## src/rtl/dth_pkg.sv

```systemverilog
package dth_pkg;

  localparam int NUM_DAYS = 30;
  localparam int DAY_W    = 5;
  localparam int AMT_W    = 16;
  localparam int TOT_W    = 32;
  localparam int IDX_W    = (NUM_DAYS > 1) ? $clog2(NUM_DAYS) : 1;

  localparam logic KIND_RECORD    = 1'b0;
  localparam logic KIND_END       = 1'b1;
  localparam logic RESULT_DAY     = 1'b0;
  localparam logic RESULT_SUMMARY = 1'b1;

  typedef struct packed {
    logic             kind;
    logic [DAY_W-1:0] bin_day;
    logic [AMT_W-1:0] amount;
  } in_item_t;

  typedef struct packed {
    logic             result_kind;
    logic [DAY_W-1:0] out_day;
    logic [TOT_W-1:0] out_total;
    logic             last;
  } out_item_t;

  typedef enum logic [1:0] {
    ST_IDLE,
    ST_SCAN,
    ST_SUMMARY
  } state_e;

  // Commands from the controller to the datapath.
  typedef struct packed {
    logic rec_wr;
    logic scan_start;
    logic sel_scan;
    logic scan_step;
    logic emit_day;
    logic emit_sum;
  } cmd_t;

  // Status from the datapath to the controller.
  typedef struct packed {
    logic scan_last;
    logic entry_nonzero;
    logic out_free;
  } status_t;

endpackage

```

## src/rtl/dth_ctrl.sv

```systemverilog
module dth_ctrl import dth_pkg::*; (
  input  logic    clk_i,
  input  logic    rst_ni,
  input  logic    in_valid_i,
  input  logic    in_kind_i,
  output logic    in_ready_o,
  input  status_t status_i,
  output cmd_t    cmd_o
);

  state_e state_q, state_d;
  logic   step;

  // A bin with a zero total gives no result, so it never waits on the output.
  assign step = status_i.entry_nonzero ? status_i.out_free : 1'b1;

  always_comb begin
    state_d = state_q;
    case (state_q)
      ST_IDLE: begin
        if (in_valid_i && (in_kind_i == KIND_END)) state_d = ST_SCAN;
      end
      ST_SCAN: begin
        if (step && status_i.scan_last) state_d = ST_SUMMARY;
      end
      ST_SUMMARY: begin
        if (status_i.out_free) state_d = ST_IDLE;
      end
      default: state_d = ST_IDLE;
    endcase
  end

  always_comb begin
    cmd_o      = '0;
    in_ready_o = 1'b0;
    case (state_q)
      ST_IDLE: begin
        in_ready_o        = 1'b1;
        cmd_o.rec_wr      = in_valid_i && (in_kind_i == KIND_RECORD);
        cmd_o.scan_start  = in_valid_i && (in_kind_i == KIND_END);
      end
      ST_SCAN: begin
        cmd_o.sel_scan  = 1'b1;
        cmd_o.scan_step = step;
        cmd_o.emit_day  = step && status_i.entry_nonzero;
      end
      ST_SUMMARY: begin
        cmd_o.emit_sum = status_i.out_free;
      end
      default: begin
        cmd_o = '0;
      end
    endcase
  end

  always_ff @(posedge clk_i or negedge rst_ni) begin
    if (!rst_ni) begin
      state_q <= ST_IDLE;
    end else begin
      state_q <= state_d;
    end
  end

endmodule

```

## config.mk

```make
export PLATFORM = sky130hd
export DESIGN_NAME = dth_ctrl
export DESIGN_NICKNAME = d
export VERILOG_FILES = /design/src/rtl/dth_pkg.sv /design/src/rtl/dth_ctrl.sv
export SDC_FILE = /design/constraint.sdc
export NUM_CORES = 1
export LEC_CHECK = 0
export BUFFER_PORTS_ARGS = -buffer_cell sky130_fd_sc_hd__buf_4
export CORE_AREA = 10 10 47 49
export CTS_CLUSTER_SIZE = 25
export DETAILED_ROUTE_END_ITERATION = 10
export DIE_AREA = 0 0 57 59
export REMOVE_ABC_BUFFERS = 1
export SYNTH_ARGS = -nofsm -noshare
export SYNTH_HDL_FRONTEND = slang
export SYNTH_SLANG_ARGS = --single-unit
```

## constraint.sdc

```tcl
create_clock -name clk_i -period 0.9 [get_ports clk_i]
set_input_delay 0.135 -clock clk_i [delete_from_list [all_inputs] [get_ports clk_i]]
set_output_delay 0.135 -clock clk_i [all_outputs]
set_load 0.05 [all_outputs]
```

Word level (Yosys, flattened, before mapping). Cells that the tools add are included.

Bits in registers: 2. Bits in latches: 0. Memory bits (writable): 0. Memory bits (read-only): 0. Logic and storage cells: 22. Memories kept: 0.

Add/subtract/negate cells: 0. Multipliers: 0. Div/mod/pow operators: 0. $lt $le $gt $ge: 0. Equality and inequality tests: 5. Shift operators: 0. Mux-type cells: 9. Bitwise logic cells: 1. Reduce and logical (&&, ||, !) cells: 6.

Operator list (count): two-way mux 2 bit (4); inequality test 2 bit (second input constant) (3); one-hot mux 2 bit (3 select lines) (1); logical AND 1 bit (4); two-way mux 1 bit (3); two-way mux 3 bit (1); AND reduction 3 bit (1); == test 2 x 1 -> 1 bit (second input constant) (1); == test 2 bit (second input constant) (1); zero test 2 bit (1); NOT 1 bit (1).

Logic depth before layout (Yosys ltp).
Word-level depth: 4. Mapped depth: 3. Mapped depth without buffers: 3.

Worst setup path before layout. OpenSTA, ideal clock, no wires.

Path kind: register to output. From: register state_q[1]. To: output cmd_o[5] (netlist bit). Arrival time: 1916 ps. Required time: 765 ps. Setup slack: -1151 ps. Cell stages (with the launch flop): 4. Cells stage by stage: dfrtp_1 > nor2_1 > nand2_1 > nor2_1.

RTL lines: from (decl) (line dth_ctrl.sv:11) `state_e state_q, state_d;`; from (signal assigned) (line dth_ctrl.sv:60) `state_q <= state_d;`; to (decl) (line dth_ctrl.sv:8) `output cmd_t cmd_o`.

==> results.txt <==
The tools report the worst slack after detailed placement as -0.177 ns. The tools report the cell leakage power as 0.207 nW. In this run the horizontal extent of the chip is 57 um. For this run, design rule violations remaining after detail routing come to 0. The logs give 158 sq um for the summed instance area of the synthesized netlist and 0 for the number of pins with negative max-slew slack in the final report. Sink count of the clock tree: 2. The final total power is 0.00159 W. The number of flip-flops under the largest register name is 2.

The share of the Yosys chip area taken by registers is 31.7%. Setup repair after global routing could not meet its margin everywhere. The average detailed-routed wire length per instance came out at 12.1 um. The DRC violation total after the first TritonRoute iteration is 3. In the final layout, the registers with the most flip-flops are state_q (2).

Once placement completed, the tool counted placed cells totaling 48. The number of cell rows was 14; the worst-case clock buffer depth was 2. The run gives 0.000508 ns as the worst clock skew.

Yosys mapped the design onto 13 distinct sky130hd cell types. The worst-case setup margin in the final layout was -0.388 ns. The start-to-end type of the worst setup path is reg -> out. Along the worst path, the maximum fanout reaches 4.

For the count of H-tree levels built during CTS, the log shows 1. The placed wire-length estimate after detailed placement is 432 um, and the critical path data required time is 0.76 ns. The tools report the number of nets at the end of the flow as 48.

Subtracting the final worst setup slack from the clock period gives 1.29 ns. The fraction of layout cells with a size suffix above 1 came out at 84.6%. The count of buffer and inverter cells on the critical path was 1; the combinational share of power was 74.5%.

The net load switching power came out at 0.000717 W. For this run, the slowest stage of the critical path takes 0.45 ns. In this design, the largest share of critical-path delay is due to flip-flops.

The length of the first detailed-routing pass in iterations was 2. TritonCTS built the clock tree. The via count of the first global-routing pass was 245. Total inserted antenna cells: 0. Per-cell via count in the routed design: 3.82.

For this design the top-level I/O count stands at 14. In this run, synthesis produced a sequential element count of 2. The detail route stage leaves a number of antenna-violating nets equal to 0. Entering global routing, the biggest net connects 6 pins. The clock transition at the registers of the reported paths was 0.03 ns.

The Yosys step of the flow raised 0 warnings. In this run the tightest slew margin relative to its limit is 86.9%. For the maximum vdd ir drop, the log shows 0.815 mV. For this block, the via count after detailed routing is 210.

After global routing the overflow that remains totals 0. In this run the power density over the cells is 3740 nW/um^2. The tools report the initial antenna violation count as 0. The count of mapped cells out of synthesis is 17. The run finished, with violations left. From synthesis to final layout, the design area changed by 170%. The kind of end point of the critical path is an output pin.

The logs give 1400 sq um for the core area and 12.6% for the clock network power share. Clock latency on the worst-skew pair, taken at its later pin, is 0.22 ns. Class of the worst hold path: in -> reg. The largest individual stage delay along the critical path comes from the cell dfrtp_2. During placement, the flow inserted port buffers numbering 13. The register with the most flip-flops in the final layout is state_q.

The tools report the final setup violation count as 9. After filler insertion, the fill cell instance count of the layout stands at 162. At the end of routability-driven placement, the weighted congestion stood at 0.674. The tools report the die outline area as 3360 sq um.

Final core utilization: 30.4%. CTS placed an instance of clkbuf_4 at the clock tree root. The relative contribution of sequential cells to total power is 13.0%. The switching share of power was 45.1%. The pin slew with the least headroom to its limit was 0.197 ns; the first-pass GRT wire length was 1080 um. TritonCTS created 3 clock buffers.

Traced cell by cell, the critical path runs through nor2b_4 > and3_4 > buf_8. The share of the cycle needed by the critical path after routing came out at 143%. The tools report the final cell count without fillers as 55. Highest attainable clock frequency: 0.777 GHz. The checks that failed: negative setup slack. The count of endpoints failing hold in the final timing report was 0; the synthesized area divided by synthesized cell count was 9.27 sq um.

The internal power came out at 0.000874 W. The run gives 11.2% as the effective utilization at floorplan. The number of max-cap violations is 0.

Die outline height: 59 um. Hold timing on the final database bottoms out at a slack of 0.126 ns. For this run, the total global-route usage over all layers was measured as 4.42%.

The final layout contains routed wiring with a total length of 668 um. The worst setup path is launched from a register. The data arrival time of the worst path was 1.15 ns.
-- area by class of cell --
cell class / count / area [sq um] / share of cell area, %
Timing Repair Buffer: 20 / 205 / 48.2
Multi-Input combinational cell: 12 / 118 / 27.6
Inverter: 2 / 7.51 / 1.76
Sequential cell: 2 / 52.6 / 12.4
Clock buffer: 3 / 22.5 / 5.29
Tap cell: 16 / 20.0 / 4.71
-- repair_timing --
item,4_1_cts,5_1_grt
resized for setup,13,9
pin swaps,3,1
hold buffers,1,0
buffers inserted,1,2
setup endpoints to repair,9,9
endpoints found under the hold margin,2,0
-- worst paths after layout --
path | start | slack, ns | endpoint | depth (start not counted)
min in group asynchronous | rst_ni | 0.24 | state_q[1]$_DFFE_PN0P_ | 2
worst max-delay path | state_q[1]$_DFFE_PN0P_ | -0.39 | cmd_o[1] | 3
worst max register to register | state_q[1]$_DFFE_PN0P_ | -0.15 | state_q[1]$_DFFE_PN0P_ | 3
max in group asynchronous | rst_ni | 0.56 | state_q[0]$_DFFE_PN0P_ | 2
worst min-delay path | status_i[2] | 0.13 | state_q[0]$_DFFE_PN0P_ | 2
worst min register to register | state_q[0]$_DFFE_PN0P_ | 0.65 | state_q[0]$_DFFE_PN0P_ | 2
-- synth_stat cells --
master | number | area (sq um)
and2_4 | 1 | 8.76
a311oi_1 | 1 | 8.76
a21oi_1 | 1 | 5.00
a32o_1 | 1 | 10.0
nand2_1 | 1 | 3.75
nor2_1 | 2 | 7.51
and3_2 | 2 | 15.0
and3_1 | 1 | 6.26
dfrtp_1 | 2 | 50.1
nand2b_4 | 1 | 13.8
buf_4 | 1 | 7.51
inv_1 | 2 | 7.51
nor2b_4 | 1 | 13.8
-- worst register-to-register path: cells and delay by family, from the launching register on --
kind                   cells  cell delay (ns)
buffers and inverters      2             0.26
flip-flops                 1             0.45
AO/OA/AOI/OAI              1             0.23
-- placed cells by master, fill, tap and decap left out, drive strengths merged --
master / synthesis / layout
and2: 1 / 1
a32o: 1 / 1
and3: 3 / 3
nand2: 1 / 1
nor2: 2 / 2
a311oi: 1 / 1
a21oi: 1 / 1
clkbuf: 0 / 3
nand2b: 1 / 1
dfrtp: 2 / 2
dlygate4sd3: 0 / 1
inv: 2 / 2
buf: 1 / 19
nor2b: 1 / 1
-- cell families (layout without fill, tap and decap cells) --
family / Yosys count / in the layout / share of synthesized area, %
AND/OR/NAND/NOR: 9 / 9 / 43.6
AO/OA/AOI/OAI: 3 / 3 / 15.1
buffers and inverters: 3 / 25 / 9.53
flip-flops: 2 / 2 / 31.7
-- metal layers --
metal	share of wire, %	global-route usage (%)
met1	30	3.47
met2	60	7.13
met3	9.4	2.58
met4	0	5.03
met5	0	0
-- per-stage QoR --
step | cell area (sq um) | setup TNS [ns]
finish | 425 | -2.59
detailed placement | 290 | -1.04
CTS | 378 | -2.65
global placement | 290 | -1.05
global route | 425 | -3.04
floorplan | 150 | -3.47
-- power by group through the flow --
stage               sequential [W]  clock (W)  combinational, W
floorplan                 0.000171          0          0.000549
global placement          0.000182          0          0.000849
detailed placement        0.000179          0          0.000854
CTS                       0.000186   0.000217           0.00106
global route              0.000211   0.000224           0.00125
finish                    0.000206   0.000200           0.00118
(Power assumes the default switching activity.)
