## src/rtl/dth_pkg.sv

```systemverilog
package dth_pkg;

  localparam int NUM_DAYS = 30;
  localparam int DAY_W    = 5;
  localparam int AMT_W    = 16;
  localparam int TOT_W    = 32;
  localparam int IDX_W    = (NUM_DAYS > 1) ? $clog2(NUM_DAYS) : 1;

  localparam logic KIND_RECORD    = 1'b0;
  localparam logic KIND_END       = 1'b1;
  localparam logic RESULT_DAY     = 1'b0;
  localparam logic RESULT_SUMMARY = 1'b1;

  typedef struct packed {
    logic             kind;
    logic [DAY_W-1:0] bin_day;
    logic [AMT_W-1:0] amount;
  } in_item_t;

  typedef struct packed {
    logic             result_kind;
    logic [DAY_W-1:0] out_day;
    logic [TOT_W-1:0] out_total;
    logic             last;
  } out_item_t;

  typedef enum logic [1:0] {
    ST_IDLE,
    ST_SCAN,
    ST_SUMMARY
  } state_e;

  // Commands from the controller to the datapath.
  typedef struct packed {
    logic rec_wr;
    logic scan_start;
    logic sel_scan;
    logic scan_step;
    logic emit_day;
    logic emit_sum;
  } cmd_t;

  // Status from the datapath to the controller.
  typedef struct packed {
    logic scan_last;
    logic entry_nonzero;
    logic out_free;
  } status_t;

endpackage

```

## src/rtl/dth_datapath.sv

```systemverilog
module dth_datapath import dth_pkg::*; (
  input  logic      clk_i,
  input  logic      rst_ni,
  input  in_item_t  in_item_i,
  input  cmd_t      cmd_i,
  output status_t   status_o,
  output logic      out_valid_o,
  input  logic      out_ready_i,
  output out_item_t out_item_o
);

  logic [TOT_W-1:0] totals_q [NUM_DAYS];
  logic [IDX_W-1:0] scan_idx_q, scan_idx_d;
  logic [TOT_W-1:0] best_total_q, best_total_d;
  logic [DAY_W-1:0] best_day_q, best_day_d;
  logic             out_valid_q, out_valid_d;
  out_item_t        out_q, out_d;

  logic             rec_ok;
  logic [DAY_W-1:0] day_m1;
  logic [IDX_W-1:0] rec_idx, rd_idx;
  logic [TOT_W-1:0] rd_data, sat_sum;
  logic [TOT_W:0]   sum;
  logic [DAY_W-1:0] scan_day;
  logic             scan_last;

  // Days are numbered from one; day zero and days past the last are dropped.
  assign rec_ok  = (in_item_i.bin_day != '0) && (in_item_i.bin_day <= DAY_W'(NUM_DAYS));
  assign day_m1  = in_item_i.bin_day - DAY_W'(1);
  assign rec_idx = rec_ok ? day_m1[IDX_W-1:0] : '0;
  assign rd_idx  = cmd_i.sel_scan ? scan_idx_q : rec_idx;
  assign rd_data = totals_q[rd_idx];

  assign sum     = {1'b0, rd_data} + (TOT_W+1)'(in_item_i.amount);
  assign sat_sum = sum[TOT_W] ? {TOT_W{1'b1}} : sum[TOT_W-1:0];

  assign scan_day  = DAY_W'(scan_idx_q) + DAY_W'(1);
  assign scan_last = (scan_idx_q == IDX_W'(NUM_DAYS - 1));

  assign status_o.scan_last     = scan_last;
  assign status_o.entry_nonzero = (rd_data != '0);
  assign status_o.out_free      = !out_valid_q || out_ready_i;

  always_comb begin
    scan_idx_d   = scan_idx_q;
    best_total_d = best_total_q;
    best_day_d   = best_day_q;
    if (cmd_i.scan_start) begin
      scan_idx_d   = '0;
      best_total_d = '0;
      best_day_d   = '0;
    end else if (cmd_i.scan_step) begin
      scan_idx_d = scan_last ? '0 : scan_idx_q + IDX_W'(1);
      // Strict compare keeps the earliest day on a tie.
      if (rd_data > best_total_q) begin
        best_total_d = rd_data;
        best_day_d   = scan_day;
      end
    end
  end

  always_comb begin
    out_valid_d = out_valid_q;
    out_d       = out_q;
    if (cmd_i.emit_day) begin
      out_valid_d       = 1'b1;
      out_d.result_kind = RESULT_DAY;
      out_d.out_day     = scan_day;
      out_d.out_total   = rd_data;
      out_d.last        = 1'b0;
    end else if (cmd_i.emit_sum) begin
      out_valid_d       = 1'b1;
      out_d.result_kind = RESULT_SUMMARY;
      out_d.out_day     = best_day_q;
      out_d.out_total   = best_total_q;
      out_d.last        = 1'b1;
    end else if (out_ready_i) begin
      out_valid_d = 1'b0;
    end
  end

  // Each bin is cleared as the scan reads it, leaving the store empty for the next batch.
  always_ff @(posedge clk_i or negedge rst_ni) begin
    if (!rst_ni) begin
      for (int i = 0; i < NUM_DAYS; i++) totals_q[i] <= '0;
    end else if (cmd_i.scan_step) begin
      totals_q[scan_idx_q] <= '0;
    end else if (cmd_i.rec_wr && rec_ok) begin
      totals_q[rec_idx] <= sat_sum;
    end
  end

  always_ff @(posedge clk_i or negedge rst_ni) begin
    if (!rst_ni) begin
      scan_idx_q   <= '0;
      best_total_q <= '0;
      best_day_q   <= '0;
      out_valid_q  <= 1'b0;
    end else begin
      scan_idx_q   <= scan_idx_d;
      best_total_q <= best_total_d;
      best_day_q   <= best_day_d;
      out_valid_q  <= out_valid_d;
    end
  end

  always_ff @(posedge clk_i) begin
    out_q <= out_d;
  end

  assign out_valid_o = out_valid_q;
  assign out_item_o  = out_q;

endmodule

```

## config.mk

```make
export PLATFORM = sky130hd
export DESIGN_NAME = dth_datapath
export DESIGN_NICKNAME = d
export VERILOG_FILES = /design/src/rtl/dth_pkg.sv /design/src/rtl/dth_datapath.sv
export SDC_FILE = /design/constraint.sdc
export NUM_CORES = 2
export LEC_CHECK = 0
export BUFFER_PORTS_ARGS = -buffer_cell sky130_fd_sc_hd__buf_2
export CORE_UTILIZATION = 50
export CTS_CLUSTER_SIZE = 10
export DETAILED_ROUTE_END_ITERATION = 7
export HOLD_SLACK_MARGIN = 0.03
export PLACE_DENSITY = 0.67
export SLEW_MARGIN = 0
export SYNTH_ARGS = -nofsm -noshare
export SYNTH_HDL_FRONTEND = slang
export SYNTH_SLANG_ARGS = --single-unit
```

## constraint.sdc

```tcl
create_clock -name clk_i -period 8.37 [get_ports clk_i]
set_input_delay 0.4185 -clock clk_i [delete_from_list [all_inputs] [get_ports clk_i]]
set_output_delay 0.4185 -clock clk_i [all_outputs]
set_load 0.02 [all_outputs]
```

# --- Word level (Yosys, flattened, before mapping) ---
# Index checks and enable logic that the tools add are counted.
totals:
  reg_bits: 1041
  word_cells: 94
  output_inout_bits: 43
  in_bits: 31
classes:
  mux: 27
  eq_ne: 1
  n_bitwise: 5
  add_sub_neg: 3
  magnitude_cmp: 7
  reduce_logical: 14
op_table:
  columns: ["op", "count"]
  rows:
  - ["2-to-1 mux 960 bit", 2]
  - ["AND 960 bit", 1]
  - ["bitwise mux 960 bit", 1]
  - ["inverter 960 bit", 1]
  - ["demux 32 bit (select 5 bit)", 2]
  - ["2-to-1 mux 32 bit", 8]
  - ["binary-select mux 32 bit (select 5 bit)", 1]
  - ["2-to-1 mux 38 bit", 2]
  - ["2-to-1 mux 5 bit", 8]
  - ["adder 32 x 16 -> 33 bit", 1]
  - ["> comparator 32 bit", 1]
  - ["nonzero test 32 bit", 1]
  - ["greater-or-equal comparator 6 bit (second input constant)", 3]
  - ["inverter 5 -> 6 bit", 3]
  - ["< comparator 6 x 1 -> 1 bit (second input constant)", 2]
  - ["nonzero test 2 bit", 4]
  - ["adder 5 x 1 -> 5 bit (second input constant)", 1]
  - ["equality test 5 bit (second input constant)", 1]
  - ["<= comparator 5 bit (second input constant)", 1]
  - ["nonzero test 5 bit", 1]
  - ["subtractor 5 x 1 -> 5 bit (second input constant)", 1]
  - ["logical AND 1 bit", 4]
  - ["2-to-1 mux 1 bit", 3]
  - ["nonzero test 3 bit", 1]
  - ["other kinds (3)", 3]

# --- Logic depth before layout (Yosys ltp) ---
logic_depth:
  word_depth: 13
  depth_mapped: 37
  mapped_depth_nobuf: 27

# --- Worst setup path after synthesis ---
# OpenSTA, ideal clock, no wires.
synth_path:
  path_kind: "input to register"
  from: "input in_item_i[16] (netlist bit)"
  to: "register totals_q[541] (netlist bit)"
  t_required_ns: 8.304
  t_arrival_ns: 7.236
  path_slack_ns: 1.068
  path_stages: 35
  path_buffers: 12
  setup_ns: 0.066
  cell_sequence: "clkbuf_1 -> inv_1 -> ha_1 -> clkbuf_1 -> or2_1 -> a211o_1 -> nand2_1 -> buf_2 -> buf_2 -> buf_2 -> buf_1 -> buf_1 -> clkbuf_1 -> clkbuf_1 -> nand2_1 -> nand3_1 -> a31oi_1 -> a31oi_1 -> inv_1 -> fa_1 -> nor2b_1 -> o31a_1 -> nor2_1 -> o21ai_0 -> a21o_1 -> a41oi_1 -> a21oi_1 -> nor4b_4 -> nand2_1 -> or3b_1 -> buf_4 -> buf_8 -> nand2_4 -> buf_6 -> a22o_1"
synth_between:
  elab_chain_len: 13
  elab_cells_between_ends: 23
  cone_classes: "2 x add/sub; 3 x order compare; 11 x mux; 2 x bitwise; 5 x reduce/logical"
synth_lines:
  columns: ["element", "line_no", "source"]
  rows:
  - ["start: declaration", "dth_datapath.sv:4", "input in_item_t in_item_i,"]
  - ["<= comparator 5 bit or nonzero test 5 bit (tied branches)", "dth_datapath.sv:28", "assign rec_ok = (in_item_i.bin_day != '0) && (in_item_i.bin_day <= DAY_W'(NUM_DAYS));"]
  - ["logical AND 1 bit", "dth_datapath.sv:28", null]
  - ["2-to-1 mux 5 bit", "dth_datapath.sv:30", "assign rec_idx = rec_ok ? day_m1[IDX_W-1:0] : '0;"]
  - ["2-to-1 mux 5 bit", "dth_datapath.sv:31", "assign rd_idx = cmd_i.sel_scan ? scan_idx_q : rec_idx;"]
  - ["inverter 5 -> 6 bit (not written as such)", "dth_datapath.sv:32", "assign rd_data = totals_q[rd_idx];"]
  - ["binary-select mux 32 bit (select 5 bit)", "dth_datapath.sv:32", null]
  - ["2-to-1 mux 32 bit (not written as such) (2 in a row)", "dth_datapath.sv:32", null]
  - ["adder 32 x 16 -> 33 bit", "dth_datapath.sv:34", "assign sum = {1'b0, rd_data} + (TOT_W+1)'(in_item_i.amount);"]
  - ["2-to-1 mux 32 bit", "dth_datapath.sv:35", "assign sat_sum = sum[TOT_W] ? {TOT_W{1'b1}} : sum[TOT_W-1:0];"]
  - ["bitwise mux 960 bit", "dth_datapath.sv:89", "totals_q[rec_idx] <= sat_sum;"]
  - ["2-to-1 mux 960 bit", "dth_datapath.sv:88", "end else if (cmd_i.rec_wr && rec_ok) begin"]
  - ["2-to-1 mux 960 bit", "dth_datapath.sv:86", "end else if (cmd_i.scan_step) begin"]
  - ["end signal: indexed assignment", "dth_datapath.sv:89", null]
  - ["end: declaration", "dth_datapath.sv:12", "logic [TOT_W-1:0] totals_q [NUM_DAYS];"]
# Parallel ways exist; a longest one is shown, timed or not. The select of a mux whose other input is x is not followed.
# A chain may end at the register's enable or synchronous reset.

# --- Final worst setup path ---
layout_path:
  from: "register scan_idx_q[2]"
  to: "register totals_q[241] (netlist bit)"
layout_between:
  elab_chain_len: 10
  elab_cells_between_ends: 18
  cone_classes: "1 x add/sub; 2 x order compare; 10 x mux; 4 x bitwise; 1 x reduce/logical"
layout_lines:
  columns: ["element", "line_no", "source"]
  rows:
  - ["start: declaration", "dth_datapath.sv:13", "logic [IDX_W-1:0] scan_idx_q, scan_idx_d;"]
  - ["start signal: assignment", "dth_datapath.sv:100", "scan_idx_q <= scan_idx_d;"]
  - ["2-to-1 mux 5 bit", "dth_datapath.sv:31", null]
  - ["inverter 5 -> 6 bit (not written as such)", "dth_datapath.sv:32", null]
  - ["binary-select mux 32 bit (select 5 bit)", "dth_datapath.sv:32", null]
  - ["2-to-1 mux 32 bit (not written as such) (2 in a row)", "dth_datapath.sv:32", null]
  - ["adder 32 x 16 -> 33 bit", "dth_datapath.sv:34", null]
  - ["2-to-1 mux 32 bit", "dth_datapath.sv:35", null]
  - ["bitwise mux 960 bit", "dth_datapath.sv:89", null]
  - ["2-to-1 mux 960 bit", "dth_datapath.sv:88", null]
  - ["2-to-1 mux 960 bit *", "dth_datapath.sv:86", null]
# Every way passes the cells marked *; elsewhere a longest branch is shown, timed or not. The select of a mux whose other input is x is not followed.

==> summary.txt <==
Clock tree
  • CTS root buffer: clkbuf_16
  • Clock latency at the later pin of the worst-skew pair: 0.72 ns
  • TritonCTS clock tree: built
  • H-tree depth: 3
  • Number of hold buffers added after CTS: 2
  • CTS Buffer Depth: 3
  • Clock buffer count from CTS: 117
  • Setup Buffers After CTS: 0
  • Post-cts resize count: 0
  • Clk slew on worst S/H paths: 0.06 ns
  • CTS Sinks: 1041

Route
  • Drt wl/cell: 29.1 µm
  • Final wirelength: 179000 µm
  • DRT Pass-1 Iters: 6
  • 1st-iter DRT viols: 5417
  • WL met1: 70400 µm
  • Top layer in use: met5
  • Met2 WL: about 77000 µm
  • Drt via density: slightly below 7
  • Wire length on met3: 21600 µm
  • Vias post-DR: 41.8k
  • Post-route ant nets: 0
  • Post-route DRC: 0

Yosys
  • Sequential share of the synthesized area: 53.3%
  • Synth area leader: dfrtp_1
  • Syn Inst Count: 4880
  • Share of Yosys cell area claimed by the top area cell type: 51.0%
  • Syn Area/Cell: 10.1 µm²
  • Primary FF master, synth: dfrtp_1
  • Post-Syn Area: approximately 49000 µm²
  • Number of synthesized flops with an enable pin: 37
  • Synth area leaders: dfrtp_1, a22o_1, nand2_1, o21ai_0, nand3_1
  • #FFs+latches synth: 1041
  • Yosys cell types: 89
  • Post-synth ARST share: 96.3%
  • Synth Net Count: 4967
  • Synth Warn #: 0

Place
  • DP HPWL: 103000 µm
  • PortBufs: 72
  • Placed Cells: 5973
  • GPL Wtd Cong: 0.960
  • Area after DPL: 51500 µm²

Timing
  • Setup violators final: 0
  • Period minus WS final: 7.36 ns
  • Setup tns final: 0 ns
  • Final Cycle Share: 87.9%
  • Fin. Hold Viols: 0
  • Clk_skew: ~0.029 ns
  • Max_slew headroom: 14.2%
  • RSZ-0062 raised after global routing: false
  • Max Slew Vio Count: 0
  • Actual slew at the worst max-slew pin: 1.28 ns
  • Peak Freq: 136 MHz

Power
  • Sequential share of power: 44.7%
  • Switching component of the power: about 4900 µW
  • Switching part of the total: 32.6%
  • LEAKAGE: 0.0249 µW
  • Combinational share of power: 24.8%
  • Clk pwr share: 30.5%
  • Overall Power: 14900 µW
  • Peak VDD IR: 0.000211 V
  • Pint: 10100 µW
  • Power Dens Cells: ~270 nW/µm²

Job
  • Max-cap violation count: 0

Setup path
  • Reg-to-reg slack, setup: 1.01 ns
  • CP endpoint kind: flip-flop
  • Crit path top cell by count: buf_4
  • Data required time of the worst path: 9.01 ns
  • Crit path max fanout: 30
  • Kind of critical path: reg -> reg
  • Worst EP arrival: 8.00 ns
  • Worst Setup Start Kind: flip-flop
  • Crit-path leading delay family: compound AO/OA/AOI/OAI gates
  • R2R cell count: 22
  • Reg-to-Reg Start: scan_idx_q[2]
  • Worst r2r dst: totals_q[241]
  • CP bufs+invs: 4
  • Slowest CP cell: dfrtp_1
  • CP max stage delay: 0.90 ns
  • Crit path cell chain: nand2_1, o31a_1, nor2_2, buf_4, a31oi_1, a31oi_1, buf_4, inv_1, fa_1, nor2b_1, o31a_1, nor2_1, o21ai_0, a21o_1, a41oi_1, a21oi_1, nor4b_4, nand2_1, or3b_1, buf_4, nand2_4, a22o_1

Cells and area
  • Layout cells sized above 1: 11.2%
  • Commonest non-fill, non-tap cell in the layout: dfrtp_1
  • Area growth syn-to-layout: 11.1%
  • Nets: 4905
  • Most frequent cells in the layout: dfrtp_1, nand2_1, a22o_1
  • Final instance area: 54700 µm²
  • Non-filler cells, final: slightly above 6k
  • Filler cells: 8354

Global routing
  • Largest net degree at the start of global routing: 174
  • First-pass GRT wire length: 264000 µm
  • Grt ovf: 0
  • Number of global-route vias before repair: 40.1k
  • Antenna violations before repair: 7
  • Global Route Usage Sum: roughly 36%

Floorplanning
  • Initial Utilization: 50.7%
  • Die ar.: 99700 µm²
  • Num rows: 114
  • I/O pin count: 74
  • Chip Height: 316 µm
  • Core ar.: 97100 µm²
  • Die X-Extent: 316 µm

Worst hold path
  • Hold EP: out_item_o[0]
  • Tightest Hold Check Type: in -> reg
  • Min-Delay Path Depth: 3
  • Origin of the worst min-delay path: cmd_i[0]

Run status
  • Outcome: finished, final reports clean
==> per-stage QoR <==
| step | util (%) | hold WS [ns] | worst slack [ns] |
|---|---|---|---|
| after floorplan | - | 0.123 | 1.07 |
| after global placement | 53.0 | 0.454 | 0.718 |
| after detailed placement | 53.0 | 0.462 | 0.573 |
| after CTS | 56.3 | 0.0553 | 1.27 |
| after global routing | 56.3 | 0.0821 | 0.846 |
| final | 56.3 | 0.0837 | 1.01 |
==> layout make-up <==
class	instances	area, µm²	share of cell area (%)
diodes	1	2.50	0.00457
clock buffers	140	3090	5.64
clock inverters	10	78.8	0.144
inverters	59	221	0.405
multi-input cells	3316	21200	38.7
flip-flops and latches	1041	26200	48.0
well taps	1276	1600	2.92
repair buffers	283	2310	4.22
==> kinds of logic (layout without fill, tap and decap cells) <==
kind of cell | Yosys count | in the layout | share of synthesized area [%]
AOI/OAI and AO/OA | 1527 | 1527 | 23.2
buffers and inverters | 523 | 492 | 4.89
xor gates and xnor gates | 29 | 29 | 0.516
muxes | 116 | 116 | 2.47
other | 0 | 1 | 0
and+or+nand+nor | 1588 | 1588 | 14.2
adders and majority gates | 56 | 56 | 1.44
DFF | 1041 | 1041 | 53.3
==> tightest hold or removal path: stages <==
cell and delay [ns]:
buf_2 0.17, nor2_1 0.10, nor2_1 0.04
==> power groups by stage <==
stage          Clock (µW)  Sequential (µW)  Combinational [µW]
4_1_cts              4590             6650                3620
5_1_grt              4790             6780                3970
3_5_place_dp            0             6700                3610
2_1_floorplan           0             6610                2470
6_report             4550             6680                3700
3_3_place_gp            0             6700                3540
==> cells in the mapped netlist, drive strengths merged (6+ instances only) <==
cell    number
a311oi      19
o221ai       8
a221oi       9
nand3      256
nor4        11
xor2        10
o31ai       12
nand4       14
o211ai      17
mux2i      108
o22ai       20
o21a         9
and2        13
a21o        14
inv         59
buf        186
ha          55
o21ai      302
a21oi      136
or4         11
a31oi       58
o31a        19
a22o       738
a31o         9
a211oi     102
nor2       111
a22oi        7
dfrtp     1003
nand2b      15
nor2b       10
edfxtp      37
xnor2       19
clkbuf     278
a221o        7
and3       107
nor3        18
a32oi        6
nand2      996
==> registers in the layout, summed over array words and instances (netlist names) <==
name          count
out_item_o       38
scan_idx_q        5
best_total_q     32
totals_q        960
best_day_q        5
out_valid_o       1
==> metal layers <==
metal | track usage, % | up-vias
met4 | 17.6 | 6
met5 | 0 | -
met1 | 48.5 | 21033
met3 | 10.4 | 544
met2 | 51.6 | 2732
li1 | - | 17527
==> worst max path at each step <==
stage	slack (ns)	depth (start not counted)	to	start
6_report	1.01	22	totals_q[241]	scan_idx_q[2]
3_3_place_gp	0.72	29	totals_q[9]	in_item_i[16]
4_1_cts	1.27	22	totals_q[233]	scan_idx_q[2]
5_1_grt	0.85	31	totals_q[148]	in_item_i[16]
2_1_floorplan	1.07	35	totals_q[541]	in_item_i[16]
3_5_place_dp	0.57	29	totals_q[241]	in_item_i[16]
Note: power is estimated with default switching activity, not from simulation.
